### src/hdl/rar_pkg.sv
// Shared types and constants for the rational add and reduce core.
// No dependencies.
`timescale 1ns / 1ps
package rar_pkg;
    localparam int OPERAND_BITS = 32;
    localparam int WIDE_BITS    = 64;
    localparam int DEN_BITS     = 62;

    typedef enum logic [2:0] {
        OP_NONE  = 3'd0,
        OP_LOAD  = 3'd1,
        OP_GCD1  = 3'd2,
        OP_LCM   = 3'd3,
        OP_SCALE = 3'd4,
        OP_SUM   = 3'd5,
        OP_GCD2  = 3'd6,
        OP_RED   = 3'd7
    } t_op;

    typedef struct packed {
        t_op  op;
        logic step;
    } t_cmd;

    typedef struct packed {
        logic done;
        logic bad;
    } t_status;
endpackage

### src/hdl/rar_div.sv
// Iterative restoring divider, one quotient bit per cycle.
// Depends on rar_pkg.
`timescale 1ns / 1ps
module rar_div (
    input  logic                          i_clk,
    input  logic                          i_rst_n,
    input  logic                          i_start,
    input  logic [rar_pkg::WIDE_BITS-1:0] i_dividend,
    input  logic [rar_pkg::WIDE_BITS-1:0] i_divisor,
    output logic                          o_done,
    output logic [rar_pkg::WIDE_BITS-1:0] o_quot,
    output logic [rar_pkg::WIDE_BITS-1:0] o_rem
);
    localparam int W = rar_pkg::WIDE_BITS;
    localparam int CW = $clog2(W + 1);
    logic [W-1:0]  r_q, r_d;
    logic [W:0]    r_r;
    logic [CW-1:0] r_cnt;
    logic          r_busy, r_done;
    logic [W:0]    n_shift, n_diff;

    assign n_shift = {r_r[W-1:0], r_q[W-1]};
    assign n_diff  = n_shift - {1'b0, r_d};

    always_ff @(posedge i_clk) begin
        if (!i_rst_n) begin
            r_busy <= 1'b0;
            r_done <= 1'b0;
            r_cnt  <= '0;
        end else begin
            r_done <= 1'b0;
            if (i_start) begin
                r_busy <= 1'b1;
                r_q    <= i_dividend;
                r_d    <= i_divisor;
                r_r    <= '0;
                r_cnt  <= CW'(W);
            end else if (r_busy) begin
                if (n_diff[W]) begin
                    r_r <= n_shift;
                    r_q <= {r_q[W-2:0], 1'b0};
                end else begin
                    r_r <= n_diff;
                    r_q <= {r_q[W-2:0], 1'b1};
                end
                r_cnt <= r_cnt - 1'b1;
                if (r_cnt == CW'(1)) begin
                    r_busy <= 1'b0;
                    r_done <= 1'b1;
                end
            end
        end
    end

    assign o_done = r_done;
    assign o_quot = r_q;
    assign o_rem  = r_r[W-1:0];
endmodule

### src/hdl/rar_datapath.sv
// Datapath: operand registers, divider and multiplier for the fraction sum.
// Depends on rar_pkg and rar_div.
`timescale 1ns / 1ps
module rar_datapath #(
    parameter int OPERAND_BITS = rar_pkg::OPERAND_BITS
) (
    input  logic                          i_clk,
    input  logic                          i_rst_n,
    input  rar_pkg::t_cmd                 i_cmd,
    input  logic [OPERAND_BITS-1:0]       i_a_num,
    input  logic [OPERAND_BITS-1:0]       i_a_den,
    input  logic [OPERAND_BITS-1:0]       i_b_num,
    input  logic [OPERAND_BITS-1:0]       i_b_den,
    output rar_pkg::t_status              o_status,
    output logic [rar_pkg::WIDE_BITS-1:0] o_sum_num,
    output logic [rar_pkg::DEN_BITS-1:0]  o_sum_den
);
    localparam int W = rar_pkg::WIDE_BITS;
    localparam int H = W / 2;

    logic [W-1:0] r_an, r_ad, r_bn, r_bd, r_x, r_y, r_l, r_mag, r_ta;
    logic         r_an_neg, r_ad_neg, r_bn_neg, r_bd_neg, r_neg, r_sub, r_phase;
    logic         r_start, r_wait;
    logic [1:0]   r_sub_step;
    logic [W-1:0] r_div_a, r_div_b;
    logic         div_done;
    logic [W-1:0] div_q, div_r;
    logic [W-1:0] mul_p;
    logic [W-1:0] r_mul_a, r_mul_b;
    logic [W-1:0] sa, sb, sum;

    function automatic logic [W-1:0] mag_of(input logic [OPERAND_BITS-1:0] v);
        logic [OPERAND_BITS-1:0] m;
        m = v[OPERAND_BITS-1] ? (~v + 1'b1) : v;
        return W'(m);
    endfunction

    rar_div u_div (
        .i_clk      (i_clk),
        .i_rst_n    (i_rst_n),
        .i_start    (r_start),
        .i_dividend (r_div_a),
        .i_divisor  (r_div_b),
        .o_done     (div_done),
        .o_quot     (div_q),
        .o_rem      (div_r)
    );

    // operands stay below 2^32, so one 32x32 product
    assign mul_p = r_mul_a[H-1:0] * r_mul_b[H-1:0];
    assign sa    = (r_an_neg ^ r_ad_neg) ? (~r_ta + 1'b1) : r_ta;
    assign sb    = (r_bn_neg ^ r_bd_neg) ? (~mul_p + 1'b1) : mul_p;
    assign sum   = sa + sb;

    always_ff @(posedge i_clk) begin
        if (!i_rst_n) begin
            r_start    <= 1'b0;
            r_wait     <= 1'b0;
            r_sub_step <= '0;
        end else begin
            r_start <= 1'b0;
            case (i_cmd.op)
                rar_pkg::OP_LOAD: begin
                    r_an <= mag_of(i_a_num);  r_an_neg <= i_a_num[OPERAND_BITS-1];
                    r_ad <= mag_of(i_a_den);  r_ad_neg <= i_a_den[OPERAND_BITS-1];
                    r_bn <= mag_of(i_b_num);  r_bn_neg <= i_b_num[OPERAND_BITS-1];
                    r_bd <= mag_of(i_b_den);  r_bd_neg <= i_b_den[OPERAND_BITS-1];
                    r_x  <= mag_of(i_a_den);
                    r_y  <= mag_of(i_b_den);
                    r_wait <= 1'b0;
                end
                rar_pkg::OP_GCD1, rar_pkg::OP_GCD2: begin
                    // y := y mod x, swap, until x is zero
                    if (!r_wait && r_x != '0) begin
                        r_div_a <= r_y;
                        r_div_b <= r_x;
                        r_start <= 1'b1;
                        r_wait  <= 1'b1;
                    end else if (div_done) begin
                        r_y    <= r_x;
                        r_x    <= div_r;
                        r_wait <= 1'b0;
                    end
                end
                rar_pkg::OP_LCM: begin
                    // l = (ad / g) * bd
                    if (!r_wait) begin
                        r_div_a <= r_ad;
                        r_div_b <= r_y;
                        r_start <= 1'b1;
                        r_wait  <= 1'b1;
                        r_sub_step <= '0;
                    end else if (div_done) begin
                        r_mul_a <= div_q;
                        r_mul_b <= r_bd;
                        r_sub_step <= 2'd1;
                    end else if (r_sub_step == 2'd1) begin
                        r_l <= mul_p;
                        r_sub_step <= 2'd2;
                    end
                end
                rar_pkg::OP_SCALE: begin
                    // ta = an * (l/ad), then operands for tb = bn * (l/bd)
                    if (!r_wait) begin
                        r_div_a <= r_l;
                        r_div_b <= r_phase ? r_bd : r_ad;
                        r_start <= 1'b1;
                        r_wait  <= 1'b1;
                        r_sub_step <= '0;
                    end else if (div_done) begin
                        r_mul_a <= div_q;
                        r_mul_b <= r_phase ? r_bn : r_an;
                        r_sub_step <= 2'd1;
                    end else if (r_sub_step == 2'd1) begin
                        if (!r_phase) begin
                            r_ta <= mul_p;
                        end
                        r_sub_step <= 2'd2;
                    end
                end
                rar_pkg::OP_SUM: begin
                    r_neg <= sum[W-1];
                    r_mag <= sum[W-1] ? (~sum + 1'b1) : sum;
                    r_x   <= sum[W-1] ? (~sum + 1'b1) : sum;
                    r_y   <= r_l;
                    r_wait <= 1'b0;
                end
                rar_pkg::OP_RED: begin
                    // mag / g, then l / g
                    if (!r_wait) begin
                        r_div_a <= r_sub ? r_l : r_mag;
                        r_div_b <= r_y;
                        r_start <= 1'b1;
                        r_wait  <= 1'b1;
                    end else if (div_done) begin
                        if (r_sub) begin
                            r_l <= div_q;
                        end else begin
                            r_mag <= div_q;
                        end
                        r_sub_step <= 2'd3;
                    end
                end
                default: begin
                    r_wait <= 1'b0;
                end
            endcase
            if (i_cmd.step) begin
                r_wait <= 1'b0;
                r_sub_step <= '0;
            end
        end
    end

    always_ff @(posedge i_clk) begin
        if (!i_rst_n) begin
            r_phase <= 1'b0;
            r_sub   <= 1'b0;
        end else if (i_cmd.op == rar_pkg::OP_LOAD) begin
            r_phase <= 1'b0;
            r_sub   <= 1'b0;
        end else if (i_cmd.step && i_cmd.op == rar_pkg::OP_SCALE) begin
            r_phase <= ~r_phase;
        end else if (i_cmd.step && i_cmd.op == rar_pkg::OP_RED) begin
            r_sub <= ~r_sub;
        end
    end

    always_comb begin
        o_status.done = 1'b0;
        o_status.bad  = (r_ad == '0) || (r_bd == '0);
        case (i_cmd.op)
            rar_pkg::OP_GCD1, rar_pkg::OP_GCD2: o_status.done = !r_wait && r_x == '0;
            rar_pkg::OP_LCM, rar_pkg::OP_SCALE: o_status.done = r_sub_step == 2'd2;
            rar_pkg::OP_RED:                    o_status.done = r_sub_step == 2'd3;
            default:                            o_status.done = 1'b1;
        endcase
    end
    assign o_sum_num = r_neg ? (~r_mag + 1'b1) : r_mag;
    assign o_sum_den = r_l[rar_pkg::DEN_BITS-1:0];
endmodule

### src/hdl/rar_ctrl.sv
// Controller state machine sequencing the fraction sum datapath.
// Depends on rar_pkg.
`timescale 1ns / 1ps
module rar_ctrl (
    input  logic             i_clk,
    input  logic             i_rst_n,
    input  logic             i_start,
    input  rar_pkg::t_status i_status,
    output rar_pkg::t_cmd    o_cmd,
    output logic             o_busy,
    output logic             o_valid,
    output logic             o_bad
);
    typedef enum logic [3:0] {
        S_IDLE, S_CHECK, S_GCD1, S_LCM, S_SCA, S_SCB, S_SUM, S_GCD2,
        S_RED1, S_RED2, S_OUT
    } t_state;

    t_state r_state;
    logic   r_valid, r_bad;

    always_comb begin
        o_cmd.op   = rar_pkg::OP_NONE;
        o_cmd.step = 1'b0;
        case (r_state)
            S_IDLE:  o_cmd.op = i_start ? rar_pkg::OP_LOAD : rar_pkg::OP_NONE;
            S_GCD1:  o_cmd.op = rar_pkg::OP_GCD1;
            S_LCM:   o_cmd.op = rar_pkg::OP_LCM;
            S_SCA:   o_cmd.op = rar_pkg::OP_SCALE;
            S_SCB:   o_cmd.op = rar_pkg::OP_SCALE;
            S_SUM:   o_cmd.op = rar_pkg::OP_SUM;
            S_GCD2:  o_cmd.op = rar_pkg::OP_GCD2;
            S_RED1:  o_cmd.op = rar_pkg::OP_RED;
            S_RED2:  o_cmd.op = rar_pkg::OP_RED;
            default: o_cmd.op = rar_pkg::OP_NONE;
        endcase
        if (r_state inside {S_LCM, S_SCA, S_SCB, S_RED1, S_RED2}) begin
            o_cmd.step = i_status.done;
        end
    end

    always_ff @(posedge i_clk) begin
        if (!i_rst_n) begin
            r_state <= S_IDLE;
            r_valid <= 1'b0;
            r_bad   <= 1'b0;
        end else begin
            r_valid <= 1'b0;
            case (r_state)
                S_IDLE:  if (i_start) r_state <= S_CHECK;
                S_CHECK: r_state <= i_status.bad ? S_OUT : S_GCD1;
                S_GCD1:  if (i_status.done) r_state <= S_LCM;
                S_LCM:   if (i_status.done) r_state <= S_SCA;
                S_SCA:   if (i_status.done) r_state <= S_SCB;
                S_SCB:   if (i_status.done) r_state <= S_SUM;
                S_SUM:   r_state <= S_GCD2;
                S_GCD2:  if (i_status.done) r_state <= S_RED1;
                S_RED1:  if (i_status.done) r_state <= S_RED2;
                S_RED2:  if (i_status.done) r_state <= S_OUT;
                S_OUT: begin
                    r_valid <= 1'b1;
                    r_bad   <= i_status.bad;
                    r_state <= S_IDLE;
                end
                default: r_state <= S_IDLE;
            endcase
        end
    end

    assign o_busy  = r_state != S_IDLE;
    assign o_valid = r_valid;
    assign o_bad   = r_bad;
endmodule

### src/hdl/rational_add_reduce_core.sv
// Timing per item is set by the iterative divider: each remainder step of the two
// gcd loops runs one division, and the five quotient divisions come on top. A zero
// denominator skips straight from the check to the output state.
// Throughput: one item at a time; start is taken only while busy is low.
// Reset: synchronous active-low i_rst_n returns the controller to idle.
// The receiver cannot stall: each result shows for one cycle on o_valid.
`timescale 1ns / 1ps
module rational_add_reduce_core #(
    parameter int OPERAND_BITS = rar_pkg::OPERAND_BITS
) (
    input  logic                          i_clk,
    input  logic                          i_rst_n,
    input  logic                          start,
    output logic                          busy,
    input  logic [OPERAND_BITS-1:0]       i_a_num,
    input  logic [OPERAND_BITS-1:0]       i_a_den,
    input  logic [OPERAND_BITS-1:0]       i_b_num,
    input  logic [OPERAND_BITS-1:0]       i_b_den,
    output logic                          o_valid,
    output logic [rar_pkg::WIDE_BITS-1:0] o_sum_num,
    output logic [rar_pkg::DEN_BITS-1:0]  o_sum_den,
    output logic                          o_bad_input
);
    rar_pkg::t_cmd    cmd;
    rar_pkg::t_status status;
    logic             valid, bad;
    logic [rar_pkg::WIDE_BITS-1:0] num;
    logic [rar_pkg::DEN_BITS-1:0]  den;

    rar_ctrl u_ctrl (
        .i_clk    (i_clk),
        .i_rst_n  (i_rst_n),
        .i_start  (start),
        .i_status (status),
        .o_cmd    (cmd),
        .o_busy   (busy),
        .o_valid  (valid),
        .o_bad    (bad)
    );

    rar_datapath #(.OPERAND_BITS(OPERAND_BITS)) u_dp (
        .i_clk     (i_clk),
        .i_rst_n   (i_rst_n),
        .i_cmd     (cmd),
        .i_a_num   (i_a_num),
        .i_a_den   (i_a_den),
        .i_b_num   (i_b_num),
        .i_b_den   (i_b_den),
        .o_status  (status),
        .o_sum_num (num),
        .o_sum_den (den)
    );

    // zero sum leaves l reduced by itself, so the denominator is one already
    assign o_valid     = valid;
    assign o_bad_input = bad;
    assign o_sum_num   = bad ? '0 : num;
    assign o_sum_den   = bad ? rar_pkg::DEN_BITS'(1) : den;
endmodule

### config.mk
export PLATFORM = sky130hd
export DESIGN_NAME = rational_add_reduce_core
export DESIGN_NICKNAME = d
export VERILOG_FILES = /design/src/hdl/rar_pkg.sv /design/src/hdl/rar_div.sv /design/src/hdl/rar_datapath.sv /design/src/hdl/rar_ctrl.sv /design/src/hdl/rational_add_reduce_core.sv
export SDC_FILE = /design/constraint.sdc
export NUM_CORES = 2
export LEC_CHECK = 0
export BUFFER_PORTS_ARGS = -buffer_cell sky130_fd_sc_hd__buf_2
export CAP_MARGIN = 25
export CORE_AREA = 2 2 383 385
export CTS_BUF_LIST = sky130_fd_sc_hd__clkbuf_16
export CTS_CLUSTER_DIAMETER = 120
export DETAILED_ROUTE_END_ITERATION = 16
export DIE_AREA = 0 0 385 387
export PLACE_DENSITY = 0.76
export SKIP_CTS_REPAIR_TIMING = 1
export SLEW_MARGIN = 10
export SYNTH_ARGS = -nofsm -noshare
export SYNTH_HDL_FRONTEND = slang
export SYNTH_SLANG_ARGS = --single-unit
export TNS_END_PERCENT = 30
### constraint.sdc
create_clock -name i_clk -period 13 [get_ports i_clk]
set_input_delay 3.25 -clock i_clk [delete_from_list [all_inputs] [get_ports i_clk]]
set_output_delay 3.25 -clock i_clk [all_outputs]
set_load 0.05 [all_outputs]
==> results.json <==
{
  "result_of_the_run": "completed",
  "sequentialPowerShare_pct": 30.1,
  "antenna_found_initial": 35,
  "clock_tree_from_tritoncts": "yes",
  "floorplan.initialDensity_pct": 58.8,
  "synth_top_area_cell": "edfxtp_1",
  "vias": 71900,
  "ff_latch_area_um2": 25600,
  "antenna_violating_nets_post_route": 0,
  "std_cell_rows": 140,
  "global_route_wire_length_before_repair_mm": 452,
  "clock_tree.htree_level_count": 3,
  "slew_violations": 0,
  "p_leak_nw": 40.2,
  "combinationalPowerShare_pct": 51.8,
  "report.power.total_mw": 14.6,
  "detailedRoute.firstPassIterationCount": 14,
  "number_of_flops_mapped_to_enable_cells_by_yosys": 837,
  "power_density_nw_per_um2": 154,
  "yosysMostFrequentCell": "nand2_1",
  "setup_slack_reg_to_reg_ns": 0.46,
  "drt_drc_violations_left": 0,
  "power.ir.vdd_worst_uv": 270,
  "all_layer_global_routing_usage_pct": 40.8,
  "fillers": 11500,
  "clock_sink_count": 858,
  "netSwitchingFraction_pct": 44.5,
  "cellInternalPower_mw": 8.09,
  "netlist.area_leader.share_pct": 29.5,
  "port-buffer-count": 259,
  "clock_tree.buffer_depth": 3,
  "postSynth.asyncResetShare_pct": 0,
  "cts.root.buffer_cell": "clkbuf_16",
  "tritoncts.num_buffers": 93,
  "worst_skew_pair.late_latency_ns": 0.76,
  "cell_total_after_placement": 11000,
  "core-area_um2": 145000,
  "max_freq_ghz": 0.0797,
  "synth.ff_latch_count": 858,
  "cap_viol_max_count": 0,
  "final_min_period_over_clock_period_pct": 96.5,
  "clock_power_share_pct": 18.1,
  "power_switching_mw": 6.50,
  "synthTopCellsByCount": "nand2_1 (1275), inv_1 (1020), fa_1 (898), edfxtp_1 (837), and2_1 (565)",
  "most_frequent_cp_cell": "fa_1",
  "final-instance-count-excl-fill": 11200,
  "timing.final.crit_period_ns": 12.54,
  "multi_input_area_um2": 54200,
  "finalHoldViolCount": 0,
  "longest_individual_stage_delay_on_the_worst_path_ns": 0.58,
  "grt_pass1_vias": 71400,
  "drt_first_iter_violations": 9391,
  "worst_slew_slack_as_a_fraction_of_its_limit_pct": 15.2,
  "flow.area_growth_from_synthesis_pct": 10.9,
  "fin_area_um2": 94400,
  "r2r_start": "u_dp.r_mul_a[14]$_DFFE_PP_",
  "worst_pin_slew_ns": 1.27,
  "ys_types": 89,
  "reg2reg_depth": 39,
  "syn_area_per_cell_um2": 9.55,
  "worst_hold_path.endpoint": "u_dp.u_div.r_d[39]$_DFFE_PP_",
  "grt_max_degree": 84,
  "routed_wl_mm": 307,
  "ys_seq_area_share_pct": 30.0,
  "route.detailed.wl_per_inst_um": 27.3,
  "setup_clock_skew_after_layout_ns": 0.108,
  "netlist_area_pre_place_um2": 85100,
  "critPathKind": "register to register",
  "yosys_warnings": 0,
  "die_w_um": 385,
  "worst_setup_path_start_kind": "register",
  "detailed_place.area_um2": 90700,
  "finish.net_count": 10700,
  "per_cell_via_count_in_the_routed_design": 6.40,
  "gp_routability_congestion": 1.06,
  "floorplan.die_area_um2": 149000,
  "worstHoldPathType": "register to register",
  "dp_hpwl_mm": 240,
  "required_time_of_the_critical_path_ns": 13.57,
  "cp_slowest_cell": "fa_1",
  "die_h_um": 387,
  "postSynthCellCount": 8908,
  "cp.arrival_ns": 13.11,
  "worstPathMaxFanout": 32,
  "grt_overflow": 0,
  "layout-drive-gt1-share_pct": 11.6,
  "timing.rr.end": "u_dp.r_x[63]$_DFFE_PP_",
  "worst_setup_path_end_kind": "register",
  "clk_transition_reported_paths_ns": 0.06,
  "hold_depth": 0,
  "whs_ns": 0.417,
  "ioPinCount": 260,
  "mappedNetlistNets": 10300,
  "final-setup-viol-count": 0,
  "ys.flop_type": "edfxtp_1",
  "hp-start": "u_dp.r_div_b[39]$_DFFE_PP_",
  "synth_area_leaders": "edfxtp_1 (30%), fa_1 (21%), ha_1 (5.9%)"
}
## critical path: cells and delay by family (launching register included)
kind | cells | cell delay [ns]
AND/OR/NAND/NOR | 10 | 3.42
buffers and inverters | 5 | 0.60
AO/OA/AOI/OAI | 12 | 2.64
adder cells (fa/ha/maj) | 10 | 4.88
XOR/XNOR | 2 | 0.34
flip-flops | 1 | 0.41
## metrics by stage
| stage | util, % | worst slack [ns] | setup TNS, ns |
|---|---|---|---|
| 5_1_grt | 65.2 | -0.0450 | -0.0863 |
| 2_1_floorplan | - | 1.06 | 0 |
| 4_1_cts | 64.7 | -0.0639 | -0.157 |
| 6_report | 65.2 | 0.460 | 0 |
| 3_5_place_dp | 62.6 | 0.0782 | 0 |
| 3_3_place_gp | 62.6 | 0.275 | 0 |
## final cells by class
class / instances / share of cell area (%)
Clock buffer: 93 / 2.46
Timing Repair Buffer: 737 / 5.68
Sequential cell: 858 / 27.1
Clock inverter: 82 / 0.704
Multi-Input combinational cell: 6515 / 57.4
Inverter: 1021 / 4.06
Antenna cell: 25 / 0.0663
Tap cell: 1917 / 2.54
## layout by cell type (no fill, tap or decap), types with 32 or more instances in the layout
| master | synthesis | routed |
|---|---|---|
| or3_1 | 87 | 87 |
| mux2i_1 | 83 | 83 |
| nand3_1 | 48 | 47 |
| or2_2 | 34 | 32 |
| a31oi_1 | 32 | 32 |
| nand2b_1 | 48 | 48 |
| o21a_1 | 53 | 50 |
| a21o_1 | 109 | 109 |
| a221o_1 | 42 | 42 |
| buf_2 | 6 | 260 |
| buf_4 | 0 | 439 |
| a22oi_1 | 63 | 63 |
| o21ai_0 | 436 | 427 |
| xor2_1 | 202 | 196 |
| nor3_1 | 89 | 81 |
| clkbuf_16 | 0 | 93 |
| nor2_1 | 426 | 421 |
| nor2b_1 | 85 | 85 |
| fa_1 | 898 | 898 |
| a211oi_1 | 33 | 33 |
| nand4_1 | 96 | 96 |
| o31ai_1 | 72 | 72 |
| edfxtp_1 | 837 | 837 |
| xnor2_1 | 318 | 310 |
| nor4_1 | 75 | 72 |
| ha_1 | 400 | 394 |
| nand2_1 | 1275 | 1273 |
| and2_1 | 565 | 563 |
| mux2_2 | 70 | 70 |
| or4_1 | 40 | 39 |
| buf_12 | 0 | 33 |
| a21oi_1 | 400 | 391 |
| a222oi_1 | 66 | 66 |
| a22o_1 | 37 | 37 |
| inv_1 | 1020 | 1040 |
## cells by family after synthesis
group | synth area share [%]
fa+ha+maj | 27.0
xor+xnor | 5.37
mux | 1.90
compound gates | 12.0
flops | 30.0
buf+inv | 6.78
simple gates | 16.9
## state kept, by name, indices dropped and copies added, names as in the netlist, 4 cells and up
register	count
u_dp.r_div_a	64
u_dp.r_div_b	64
u_dp.r_l	64
u_dp.r_mag	64
u_dp.r_ta	64
u_dp.r_x	64
u_dp.r_y	64
u_dp.u_div.o_quot	64
u_dp.u_div.r_d	64
u_dp.u_div.r_r	64
u_dp.r_ad	32
u_dp.r_an	32
u_dp.r_bd	32
u_dp.r_bn	32
u_dp.r_mul_a	32
u_dp.r_mul_b	32
u_dp.u_div.r_cnt	7
u_ctrl.r_state	4
## power by group through the flow
stage / combinational (mW) / clock [mW] / sequential, mW
floorplan: 4.15 / 0 / 4.22
global placement: 7.08 / 0 / 4.39
detailed placement: 7.20 / 0 / 4.40
CTS: 7.25 / 2.63 / 4.35
global route: 7.87 / 2.74 / 4.39
finish: 7.55 / 2.64 / 4.39
## per-layer routing
metal	global-route usage [%]	up-vias	wire, um	part of all wire [%]
met3	10.9	1148	36700	12
met2	63.2	4538	138000	45
met1	50.2	35500	106000	35
met5	0	-	136	0.044
met4	26.9	22	26200	8.5
li1	-	30700	-	-
## worst max path at each step
stage,slack [ns],cells after the start,to,from
2_1_floorplan,1.06,44,u_dp.r_mag[63]$_DFFE_PP_,u_dp.r_mul_a[28]$_DFFE_PP_
3_3_place_gp,0.28,39,u_dp.r_mag[63]$_DFFE_PP_,u_dp.r_mul_b[5]$_DFFE_PP_
3_5_place_dp,0.08,38,u_dp.r_x[63]$_DFFE_PP_,u_dp.r_mul_b[12]$_DFFE_PP_
4_1_cts,-0.06,38,u_dp.r_x[63]$_DFFE_PP_,u_dp.r_mul_b[12]$_DFFE_PP_
5_1_grt,-0.05,41,u_dp.r_x[63]$_DFFE_PP_,u_dp.r_mul_b[28]$_DFFE_PP_
6_report,0.46,39,u_dp.r_x[63]$_DFFE_PP_,u_dp.r_mul_a[14]$_DFFE_PP_
Power figures use the tool's default switching activity.
